### config.mk
export PLATFORM = sky130hd
export DESIGN_NAME = lcg_uniform_and_binomial_draw_core
export DESIGN_NICKNAME = d
export VERILOG_FILES = /design/src/rtl/lcgub_pkg.sv /design/src/rtl/lcgub_ctrl.sv /design/src/rtl/lcgub_dp.sv /design/src/rtl/lcg_uniform_and_binomial_draw_core.sv
export SDC_FILE = /design/constraint.sdc
export NUM_CORES = 2
export LEC_CHECK = 0
export BUFFER_PORTS_ARGS = -buffer_cell sky130_fd_sc_hd__buf_2
export CORE_MARGIN = 3
export CORE_UTILIZATION = 55
export DETAILED_ROUTE_END_ITERATION = 6
export MAX_ROUTING_LAYER = met4
export PLACE_DENSITY = 0.72
export SYNTH_ARGS = -nofsm -noshare
export SYNTH_HDL_FRONTEND = slang
export SYNTH_SLANG_ARGS = --single-unit
### constraint.sdc
create_clock -name clk_i -period 10.24 [get_ports clk_i]
set_clock_uncertainty 0.1 [all_clocks]
set_input_delay 1.024 -clock clk_i [delete_from_list [all_inputs] [get_ports clk_i]]
set_output_delay 1.024 -clock clk_i [all_outputs]
set_load 0.02 [all_outputs]
### src/rtl/lcgub_pkg.sv
// shared types and constants of the lcg uniform and binomial draw core
package lcgub_pkg;

  localparam logic [31:0] LcgMul = 32'd1103515245;
  localparam logic [31:0] LcgAdd = 32'd12345;
  localparam int unsigned UniShift = 16;
  localparam int unsigned BinomBit = 30;

  typedef enum logic [1:0] {
    OP_UNIFORM  = 2'd0,
    OP_BINOMIAL = 2'd1,
    OP_RESEED   = 2'd2
  } op_e;

  typedef enum logic [1:0] {
    ST_IDLE,
    ST_UNI,
    ST_BIN,
    ST_FIN
  } state_e;

  typedef enum logic [1:0] {
    SEL_UNI,
    SEL_BIN,
    SEL_FIN
  } emit_sel_e;

  typedef struct packed {
    op_e         opcode;
    logic [15:0] range;
    logic [31:0] new_seed;
  } in_item_t;

  typedef struct packed {
    logic [15:0] value;
    logic [31:0] seed_after;
    logic [31:0] call_count;
    logic [31:0] reseed_count;
  } out_item_t;

  typedef struct packed {
    logic      load;
    logic      iter;
    logic      emit;
    emit_sel_e sel;
  } ctrl_cmd_t;

  typedef struct packed {
    op_e  in_op;
    logic in_bin_run;
    logic cnt_zero;
  } dp_status_t;

endpackage

### src/rtl/lcgub_ctrl.sv
// controller state machine of the lcg draw core
module lcgub_ctrl (
  input  logic                  clk_i,
  input  logic                  rst_ni,
  input  logic                  in_valid_i,
  output logic                  in_stall_o,
  output logic                  out_valid_o,
  input  logic                  out_stall_i,
  input  lcgub_pkg::dp_status_t status_i,
  output lcgub_pkg::ctrl_cmd_t  cmd_o
);

  lcgub_pkg::state_e state_q, state_d;
  logic out_valid_q, out_valid_d;
  logic out_free;

  assign out_free = !out_valid_q || !out_stall_i;

  always_comb begin
    state_d = state_q;
    unique case (state_q)
      lcgub_pkg::ST_IDLE: begin
        if (in_valid_i) begin
          priority case (status_i.in_op)
            lcgub_pkg::OP_UNIFORM:  state_d = lcgub_pkg::ST_UNI;
            lcgub_pkg::OP_BINOMIAL: begin
              state_d = status_i.in_bin_run ? lcgub_pkg::ST_BIN : lcgub_pkg::ST_FIN;
            end
            default:                state_d = lcgub_pkg::ST_FIN;
          endcase
        end
      end
      lcgub_pkg::ST_UNI: begin
        if (out_free) state_d = lcgub_pkg::ST_IDLE;
      end
      lcgub_pkg::ST_BIN: begin
        if (status_i.cnt_zero && out_free) state_d = lcgub_pkg::ST_IDLE;
      end
      lcgub_pkg::ST_FIN: begin
        if (out_free) state_d = lcgub_pkg::ST_IDLE;
      end
    endcase
  end

  always_comb begin
    cmd_o = '{load: 1'b0, iter: 1'b0, emit: 1'b0, sel: lcgub_pkg::SEL_FIN};
    unique case (state_q)
      lcgub_pkg::ST_IDLE: cmd_o.load = in_valid_i;
      lcgub_pkg::ST_UNI: begin
        cmd_o.sel  = lcgub_pkg::SEL_UNI;
        cmd_o.emit = out_free;
      end
      lcgub_pkg::ST_BIN: begin
        cmd_o.sel  = lcgub_pkg::SEL_BIN;
        cmd_o.iter = !status_i.cnt_zero;
        cmd_o.emit = status_i.cnt_zero && out_free;
      end
      lcgub_pkg::ST_FIN: begin
        cmd_o.sel  = lcgub_pkg::SEL_FIN;
        cmd_o.emit = out_free;
      end
    endcase
  end

  assign out_valid_d = cmd_o.emit || (out_valid_q && out_stall_i);
  assign out_valid_o = out_valid_q;
  assign in_stall_o  = (state_q != lcgub_pkg::ST_IDLE);

  always_ff @(posedge clk_i or negedge rst_ni) begin
    if (!rst_ni) begin
      state_q     <= lcgub_pkg::ST_IDLE;
      out_valid_q <= 1'b0;
    end else begin
      state_q     <= state_d;
      out_valid_q <= out_valid_d;
    end
  end

  assert property (@(posedge clk_i) disable iff (!rst_ni)
    cmd_o.emit |=> out_valid_q)
    else $error("result not presented after emit");

  assert property (@(posedge clk_i) disable iff (!rst_ni)
    cmd_o.load |=> (state_q != lcgub_pkg::ST_IDLE))
    else $error("accepted item left no work");

  assert property (@(posedge clk_i) disable iff (!rst_ni)
    (state_q == lcgub_pkg::ST_BIN) && !status_i.cnt_zero |=> (state_q == lcgub_pkg::ST_BIN))
    else $error("binomial loop left early");

endmodule

### src/rtl/lcgub_dp.sv
// datapath of the lcg draw core: seed, counters, shared multiplier, result register
module lcgub_dp (
  input  logic                  clk_i,
  input  logic                  rst_ni,
  input  lcgub_pkg::in_item_t   in_item_i,
  input  lcgub_pkg::ctrl_cmd_t  cmd_i,
  output lcgub_pkg::dp_status_t status_o,
  output lcgub_pkg::out_item_t  out_item_o
);

  logic [31:0] seed_q, seed_d;
  logic [31:0] draws_q, draws_d;
  logic [31:0] reseeds_q, reseeds_d;
  logic [31:0] x_q;
  logic [15:0] cnt_q;
  logic [15:0] acc_q;
  logic [15:0] range_q;
  logic [31:0] new_seed_q;
  lcgub_pkg::op_e op_q;
  lcgub_pkg::out_item_t out_q;

  logic [31:0] mul_a;
  logic [31:0] mul_lo;
  logic [31:0] step;
  logic [31:0] uni_prod;
  logic [15:0] value;

  assign mul_a  = cmd_i.load ? seed_q : x_q;
  assign mul_lo = mul_a * lcgub_pkg::LcgMul;
  assign step   = mul_lo + lcgub_pkg::LcgAdd;

  assign uni_prod = {16'b0, x_q[31:lcgub_pkg::UniShift]} * {16'b0, range_q};

  assign status_o.in_op      = in_item_i.opcode;
  assign status_o.in_bin_run = (in_item_i.range > 16'd1);
  assign status_o.cnt_zero   = (cnt_q == 16'd0);

  always_comb begin
    seed_d    = seed_q;
    draws_d   = draws_q;
    reseeds_d = reseeds_q;
    value     = 16'd0;
    unique case (cmd_i.sel)
      lcgub_pkg::SEL_UNI: begin
        value   = uni_prod[31:16];
        seed_d  = x_q;
        draws_d = draws_q + 32'd1;
      end
      lcgub_pkg::SEL_BIN: begin
        value   = acc_q;
        seed_d  = x_q;
        draws_d = draws_q + {16'b0, range_q};
      end
      lcgub_pkg::SEL_FIN: begin
        if (op_q == lcgub_pkg::OP_RESEED) begin
          seed_d    = new_seed_q;
          reseeds_d = reseeds_q + 32'd1;
        end
      end
      default: begin
      end
    endcase
  end

  always_ff @(posedge clk_i or negedge rst_ni) begin
    if (!rst_ni) begin
      seed_q    <= 32'd0;
      draws_q   <= 32'd0;
      reseeds_q <= 32'd0;
    end else if (cmd_i.emit) begin
      seed_q    <= seed_d;
      draws_q   <= draws_d;
      reseeds_q <= reseeds_d;
    end
  end

  always_ff @(posedge clk_i) begin
    if (cmd_i.load) begin
      x_q        <= step;
      cnt_q      <= in_item_i.range - 16'd1;
      acc_q      <= 16'd0;
      range_q    <= in_item_i.range;
      new_seed_q <= in_item_i.new_seed;
      op_q       <= in_item_i.opcode;
    end else if (cmd_i.iter) begin
      x_q   <= step;
      cnt_q <= cnt_q - 16'd1;
      acc_q <= acc_q + {15'b0, x_q[lcgub_pkg::BinomBit]};
    end
    if (cmd_i.emit) begin
      out_q <= '{value: value, seed_after: seed_d, call_count: draws_d,
                 reseed_count: reseeds_d};
    end
  end

  assign out_item_o = out_q;

  assert property (@(posedge clk_i) disable iff (!rst_ni)
    cmd_i.emit && (cmd_i.sel == lcgub_pkg::SEL_UNI) |=> (seed_q == $past(x_q)))
    else $error("uniform draw did not commit advanced seed");

endmodule

### src/rtl/lcg_uniform_and_binomial_draw_core.sv
// top level of the lcg uniform and binomial draw core
//
//   channel  direction  payload      handshake
//   in       input      in_item_t    in_valid_i / in_stall_o
//   out      output     out_item_t   out_valid_o / out_stall_i
//
// uniform draw, reseed, unused opcode: load in idle, emit from uni or fin
// binomial draw with range r above 1: load, then one lcg step per cycle
// through the single shared 32x32 multiplier
// one item in flight; the next item is taken while the result register waits
// async active-low reset clears seed and both counters to zero
module lcg_uniform_and_binomial_draw_core (
  input  logic                 clk_i,
  input  logic                 rst_ni,
  input  lcgub_pkg::in_item_t  in_item_i,
  input  logic                 in_valid_i,
  output logic                 in_stall_o,
  output lcgub_pkg::out_item_t out_item_o,
  output logic                 out_valid_o,
  input  logic                 out_stall_i
);

  lcgub_pkg::ctrl_cmd_t  cmd;
  lcgub_pkg::dp_status_t status;

  lcgub_ctrl u_ctrl (
    .clk_i       (clk_i),
    .rst_ni      (rst_ni),
    .in_valid_i  (in_valid_i),
    .in_stall_o  (in_stall_o),
    .out_valid_o (out_valid_o),
    .out_stall_i (out_stall_i),
    .status_i    (status),
    .cmd_o       (cmd)
  );

  lcgub_dp u_dp (
    .clk_i      (clk_i),
    .rst_ni     (rst_ni),
    .in_item_i  (in_item_i),
    .cmd_i      (cmd),
    .status_o   (status),
    .out_item_o (out_item_o)
  );

endmodule
# --- Word level (Yosys, flattened, before mapping) ---
# Index checks and enable logic that the tools add are counted.
totals:
  ff_bits: 325
  input_bits: 54
  out_inout_bits: 114
  wordCells: 71
classes:
  n_addsub: 7
  mul: 2
  magnitude_cmp: 1
  eq_ne: 10
  n_mux: 20
  n_reduce_logical: 16
op_table:
  columns: ["operator", "n"]
  rows:
  - ["2-to-1 mux 32 bit", 6]
  - ["one-hot mux 32 bit (2 select lines)", 2]
  - ["adder 32 x 1 -> 32 bit, second input constant", 2]
  - ["adder 32 x 14 -> 32 bit, second input constant", 1]
  - ["adder 32 x 16 -> 32 bit", 1]
  - ["multiplier 16 x 16 -> 32 bit", 1]
  - ["multiplier 32 x 31 -> 32 bit, second input constant", 1]
  - ["2-to-1 mux 16 bit", 2]
  - ["one-hot mux 16 bit (2 select lines)", 1]
  - ["subtractor 16 x 1 -> 16 bit, second input constant", 2]
  - ["adder 16 x 1 -> 16 bit", 1]
  - ["greater-than comparator 16 x 1 -> 1 bit, second input constant", 1]
  - ["zero test 16 bit", 1]
  - ["one-hot mux 3 bit (3 select lines)", 1]
  - ["equality test 2 bit, second input constant", 4]
  - ["equality test 2 x 1 -> 1 bit, second input constant", 3]
  - ["zero test 2 bit", 3]
  - ["2-to-1 mux 2 bit", 3]
  - ["one-hot mux 2 bit (3 select lines)", 1]
  - ["!= test 2 x 1 -> 1 bit, second input constant", 2]
  - ["one-hot mux 2 bit (2 select lines)", 1]
  - ["nonzero test 2 bit", 2]
  - ["OR reduction 2 bit", 2]
  - ["zero test 1 bit", 3]
  - ["other kinds (5)", 9]

# --- Depth between registers and ports, before layout ---
logic_depth:
  word_depth: 7
  mapped_depth: 35
  ltp_nobuf: 31

# --- Modules after synthesis ---
# A second synthesis with hierarchy kept.
hier_totals:
  hier_cells: 3037
  area_unflattened_um2: 31785.5
modules_own_cells:
  columns: ["module", "instances", "cells_each", "area_per_inst_um2", "seq_area_each_um2"]
  rows:
  - ["lcgub_dp", 1, 3010, 31532.7, 9028.7]
  - ["lcgub_ctrl", 1, 27, 252.7, 75.1]

# --- Least setup slack after synthesis ---
# No wires, ideal clock.
synth_timing:
  path_type: "in2reg"
  start: "in in_valid_i"
  end: "reg u_dp.x_q[29] (data pin)"
  setup_time_ns: 0.261
  arrival_ns: 8.208
  required_time_ns: 9.879
  path_slack_ns: 1.671
  cell_stages: 29
  n_path_buf: 4
  path_cell_list: "nand2_2 -> inv_1 -> buf_2 -> buf_1 -> clkbuf_1 -> nand2_1 -> nand2_1 -> ha_1 -> xor2_1 -> ha_1 -> a21oi_1 -> fa_1 -> fa_1 -> inv_1 -> fa_1 -> fa_1 -> fa_1 -> inv_1 -> fa_1 -> inv_1 -> ha_1 -> clkbuf_1 -> a21o_1 -> a21oi_1 -> o21ai_0 -> or3_1 -> o221a_2 -> a211o_1 -> a311o_1"
synth_via:
  elab_chain_len: 6
synth_lines:
  columns: ["item", "line_no", "text"]
  rows:
  - ["start: declaration", "lcg_uniform_and_binomial_draw_core.sv:16", "input logic in_valid_i,"]
  - ["2-to-1 mux 1 bit (*)", "lcgub_ctrl.sv:47", "unique case (state_q)"]
  - ["2-to-1 mux 32 bit (*)", "lcgub_dp.sv:28", "assign mul_a = cmd_i.load ? seed_q : x_q;"]
  - ["multiplier 32 x 31 -> 32 bit (*)", "lcgub_dp.sv:29", "assign mul_lo = mul_a * lcgub_pkg::LcgMul;"]
  - ["adder 32 x 14 -> 32 bit (*)", "lcgub_dp.sv:30", "assign step = mul_lo + lcgub_pkg::LcgAdd;"]
  - ["named net u_dp.step[29]", "lcgub_dp.sv:24", "logic [31:0] step;"]
  - ["2-to-1 mux 32 bit", "lcgub_dp.sv:85", "end else if (cmd_i.iter) begin"]
  - ["2-to-1 mux 32 bit (*)", "lcgub_dp.sv:78", "if (cmd_i.load) begin"]
  - ["end signal: assignment", "lcgub_dp.sv:79", "x_q <= step;"]
  - ["end signal: assignment", "lcgub_dp.sv:86", "x_q <= step;"]
  - ["end: declaration", "lcgub_dp.sv:14", "logic [31:0] x_q;"]
# The timed path passes the listed nets; every way through them passes the cells marked *. The select of a mux whose other input is x is not followed.
# A chain may end at the register's enable or synchronous reset.

# --- Final worst setup path ---
layout_timing:
  start: "reg u_ctrl.state_q[1]"
  end: "reg u_dp.x_q[29] (data pin)"
layout_via:
  elab_chain_len: 7
layout_lines:
  columns: ["item", "line_no", "text"]
  rows:
  - ["start: declaration", "lcgub_ctrl.sv:13", "lcgub_pkg::state_e state_q, state_d;"]
  - ["start signal: assignment", "lcgub_ctrl.sv:71", "state_q <= lcgub_pkg::ST_IDLE;"]
  - ["start signal: assignment", "lcgub_ctrl.sv:74", "state_q <= state_d;"]
  - ["zero test 2 bit (*)", "lcgub_ctrl.sv:47", null]
  - ["2-to-1 mux 1 bit (*)", "lcgub_ctrl.sv:47", null]
  - ["2-to-1 mux 32 bit (*)", "lcgub_dp.sv:28", null]
  - ["multiplier 32 x 31 -> 32 bit (*)", "lcgub_dp.sv:29", null]
  - ["adder 32 x 14 -> 32 bit (*)", "lcgub_dp.sv:30", null]
  - ["named net u_dp.step[29]", "lcgub_dp.sv:24", null]
  - ["2-to-1 mux 32 bit", "lcgub_dp.sv:85", null]
  - ["2-to-1 mux 32 bit (*)", "lcgub_dp.sv:78", null]
# Marked as above.

==> impl_metrics.yaml <==
cts:
  post_cts_resized: 0
  tritoncts: "yes"
  clk_tree_root_cell: "sky130_fd_sc_hd__clkbuf_16"
  clock_sinks: 325
  cts_max_level: 2
  post-cts-setup-buffer-count: 0
  cts_hold_buf: 0
  longest_clk_path_bufs: 3
  clock_latency_reported_for_the_late_side_of_the_worst_skew_pair_ps: 550
  cts.clk_slew.worst_paths_ps: 60
  cts_inserted_buffers: 35
grt:
  first_global_vias: 23600
  pin_count_of_the_biggest_net_entering_global_routing: 110
  global_route.overflow_total: 0
  number_of_antenna_violations_at_the_first_check_in_global_routing: 2
  grt_first_pass_wirelength_mm: 133
  grt_usage: 0.291
cells_and_area:
  syn_to_final_growth_pct: 8.46
  layout-drive-gt1-share: 0.0841
  fillCellCount: 4758
  nNetsFinal: 4040
  post-route-util: 0.607
routing:
  routed_wl_mm: 84.0
  drcViolationCount: 0
  wl_per_cell_um: 20.7
  route.detailed.vias_per_inst: 5.59
  routed-via-count: 22700
  met2_wirelength_mm: 39.4
  detail_route.wirelength.met1_mm: 35.9
  met3WireLength_mm: 6.05
  detailedRoute.firstIterationViolations: 1910
  route.top_layer_used: "met4"
  antenna_left: 0
  drt_pre_antenna_iters: 6
floorplanning:
  initial_core_util: 0.560
  boundaryPins: 168
  die_outline_area_um2: 60800
  rows: 87
  die_h_um: 246
  floorplan.core_area_um2: 56800
  die_width_um: 246
timing:
  worstMarginPinSlew_ps: 1090
  final-hold-violation-count: 0
  setup-tns-final_ps: 0
  final-setup-viol-count: 0
  maxClockFrequency_mhz: 115
  relSlewSlack: 0.272
  slew_viol_final: 0
  timing.final.crit_period_ps: 8710
  rsz0062_at_grt: "no"
  final_min_period_over_clock_period: 0.850
yosys:
  synth_enable_flop_cells: 210
  warnings_from_yosys: 0
  synth_seq_area_share: 0.286
  syn_area_um2: 31800
  synth.ff_latch_count: 325
  syn_avg_cell_area_um2: 10.1
  fraction_of_synthesized_cell_area_taken_by_the_top_area_cell_type: 0.236
  netlist-cell-type-count: 65
  synthArstFlopShare: 0.305
  postSynthCellCount: 3157
  mappedNetlistNets: 3919
  most_area_consuming_cells_after_synthesis: "sky130_fd_sc_hd__fa_1, sky130_fd_sc_hd__edfxtp_1, sky130_fd_sc_hd__ha_1, sky130_fd_sc_hd__dfrtp_1, sky130_fd_sc_hd__inv_1"
  synthFlopType: "sky130_fd_sc_hd__edfxtp_1"
  synthDominantAreaCellType: "sky130_fd_sc_hd__fa_1"
setup_path:
  cp_peak_stage_delay_ps: 740
  critical_path_peak_fanout: 14
  critPathMostFrequentCell: "sky130_fd_sc_hd__fa_1"
  worstPathArrival_ps: 8900
  critical_path.top_delay_family: "adder cells"
  worst_ep_required_time_ps: 10430
  worstSetupPathType: "reg2reg"
  worstPathBufferInverterCount: 5
  end_kind: "flip-flop"
  worst_path_max_delay_cell: "sky130_fd_sc_hd__mux2i_1"
  crit_path_start_kind: "flip-flop"
place:
  buffers_on_ports: 167
  place_hpwl_mm: 67.6
  gpl.final_weighted_congestion: 0.991
run_status:
  status: "completed"
run:
  timing.max_cap.violations: 0
worst_hold_path:
  worstHoldPathType: "in2async"
-- synth_stat cells (all sizes together), types with 16 or more instances --
cell type / count
inv: 601
nand2: 398
fa: 375
ha: 333
edfxtp: 210
and2: 143
xnor2: 129
nor2: 103
dfrtp: 99
o21ai: 84
clkbuf: 83
a21oi: 72
xor2: 70
nand3: 58
a22oi: 40
nand4: 30
mux2i: 28
and3: 27
nor3: 26
mux2: 25
o31ai: 20
a21o: 19
or3: 17
dfxtp: 16
-- cell families after synthesis --
family,synth area share
xor gates and xnor gates,0.0555
adders and majority gates,0.367
muxes,0.0177
DFF,0.286
buffers and inverters,0.0826
AOI/OAI and AO/OA,0.0624
and+or+nand+nor,0.129
-- worst paths after layout --
kind | from | endpoint | slack, ps | depth (start not counted)
max | u_ctrl.state_q[1] | u_dp.x_q[29] | 1530 | 26
min | rst_ni | u_dp.draws_q[3] | 330 | 1
max reg2reg | u_ctrl.state_q[1] | u_dp.x_q[29] | 1530 | 26
min reg2reg | u_dp.reseeds_q[31] | u_dp.reseeds_q[31] | 390 | 1
max in group asynchronous | rst_ni | u_dp.reseeds_q[17] | 8380 | 2
min in group clk_i | u_dp.reseeds_q[31] | u_dp.reseeds_q[31] | 390 | 1
-- cells in the final DEF, fill, tap and decap left out, types with 40 or more instances in the layout --
cell,n
sky130_fd_sc_hd__nand3_1,57
sky130_fd_sc_hd__a21oi_1,72
sky130_fd_sc_hd__o21ai_0,81
sky130_fd_sc_hd__buf_2,166
sky130_fd_sc_hd__xnor2_1,129
sky130_fd_sc_hd__edfxtp_1,210
sky130_fd_sc_hd__nand2_1,397
sky130_fd_sc_hd__inv_1,599
sky130_fd_sc_hd__xor2_1,70
sky130_fd_sc_hd__dfrtp_1,99
sky130_fd_sc_hd__fa_1,375
sky130_fd_sc_hd__a22oi_1,40
sky130_fd_sc_hd__ha_1,332
sky130_fd_sc_hd__nor2_1,103
sky130_fd_sc_hd__and2_1,143
-- metal layers --
| layer | GRT usage | vias to the layer above |
|---|---|---|
| li1 | - | 10400 |
| met1 | 0.406 | 11400 |
| met2 | 0.452 | 837 |
| met3 | 0.0346 | 152 |
| met4 | 0.0849 | 0 |
| met5 | - | - |
-- state kept, by name, indices dropped and copies added (netlist names) --
signal,cells
u_ctrl.out_valid_o,1
u_ctrl.state_q,2
u_dp.acc_q,16
u_dp.cnt_q,16
u_dp.draws_q,32
u_dp.new_seed_q,32
u_dp.op_q,2
u_dp.out_item_o,112
u_dp.range_q,16
u_dp.reseeds_q,32
u_dp.seed_q,32
u_dp.x_q,32
-- stage by stage --
stage,hold slack [ps],instance area [um^2],setup slack [ps],cells
floorplan,358,31800,1670,3157
global placement,375,33400,1260,3997
detailed placement,390,33400,1190,3997
CTS,312,34500,1570,4060
global route,339,34500,1110,4062
finish,325,34500,1530,4065
-- cell type report --
class,instances,area (um^2),area share
Antenna cell,5,12.5,0.000363
Clock buffer,50,995,0.0288
Clock inverter,13,143,0.00413
Inverter,601,2260,0.0656
Multi-Input combinational cell,2133,20100,0.582
Sequential cell,325,9100,0.264
Tap cell,756,946,0.0274
Timing Repair Buffer,182,951,0.0276
Power is left out: the tool's default activity adds up to more than one toggle a clock period on the data nets, which glitch-free logic cannot reach.
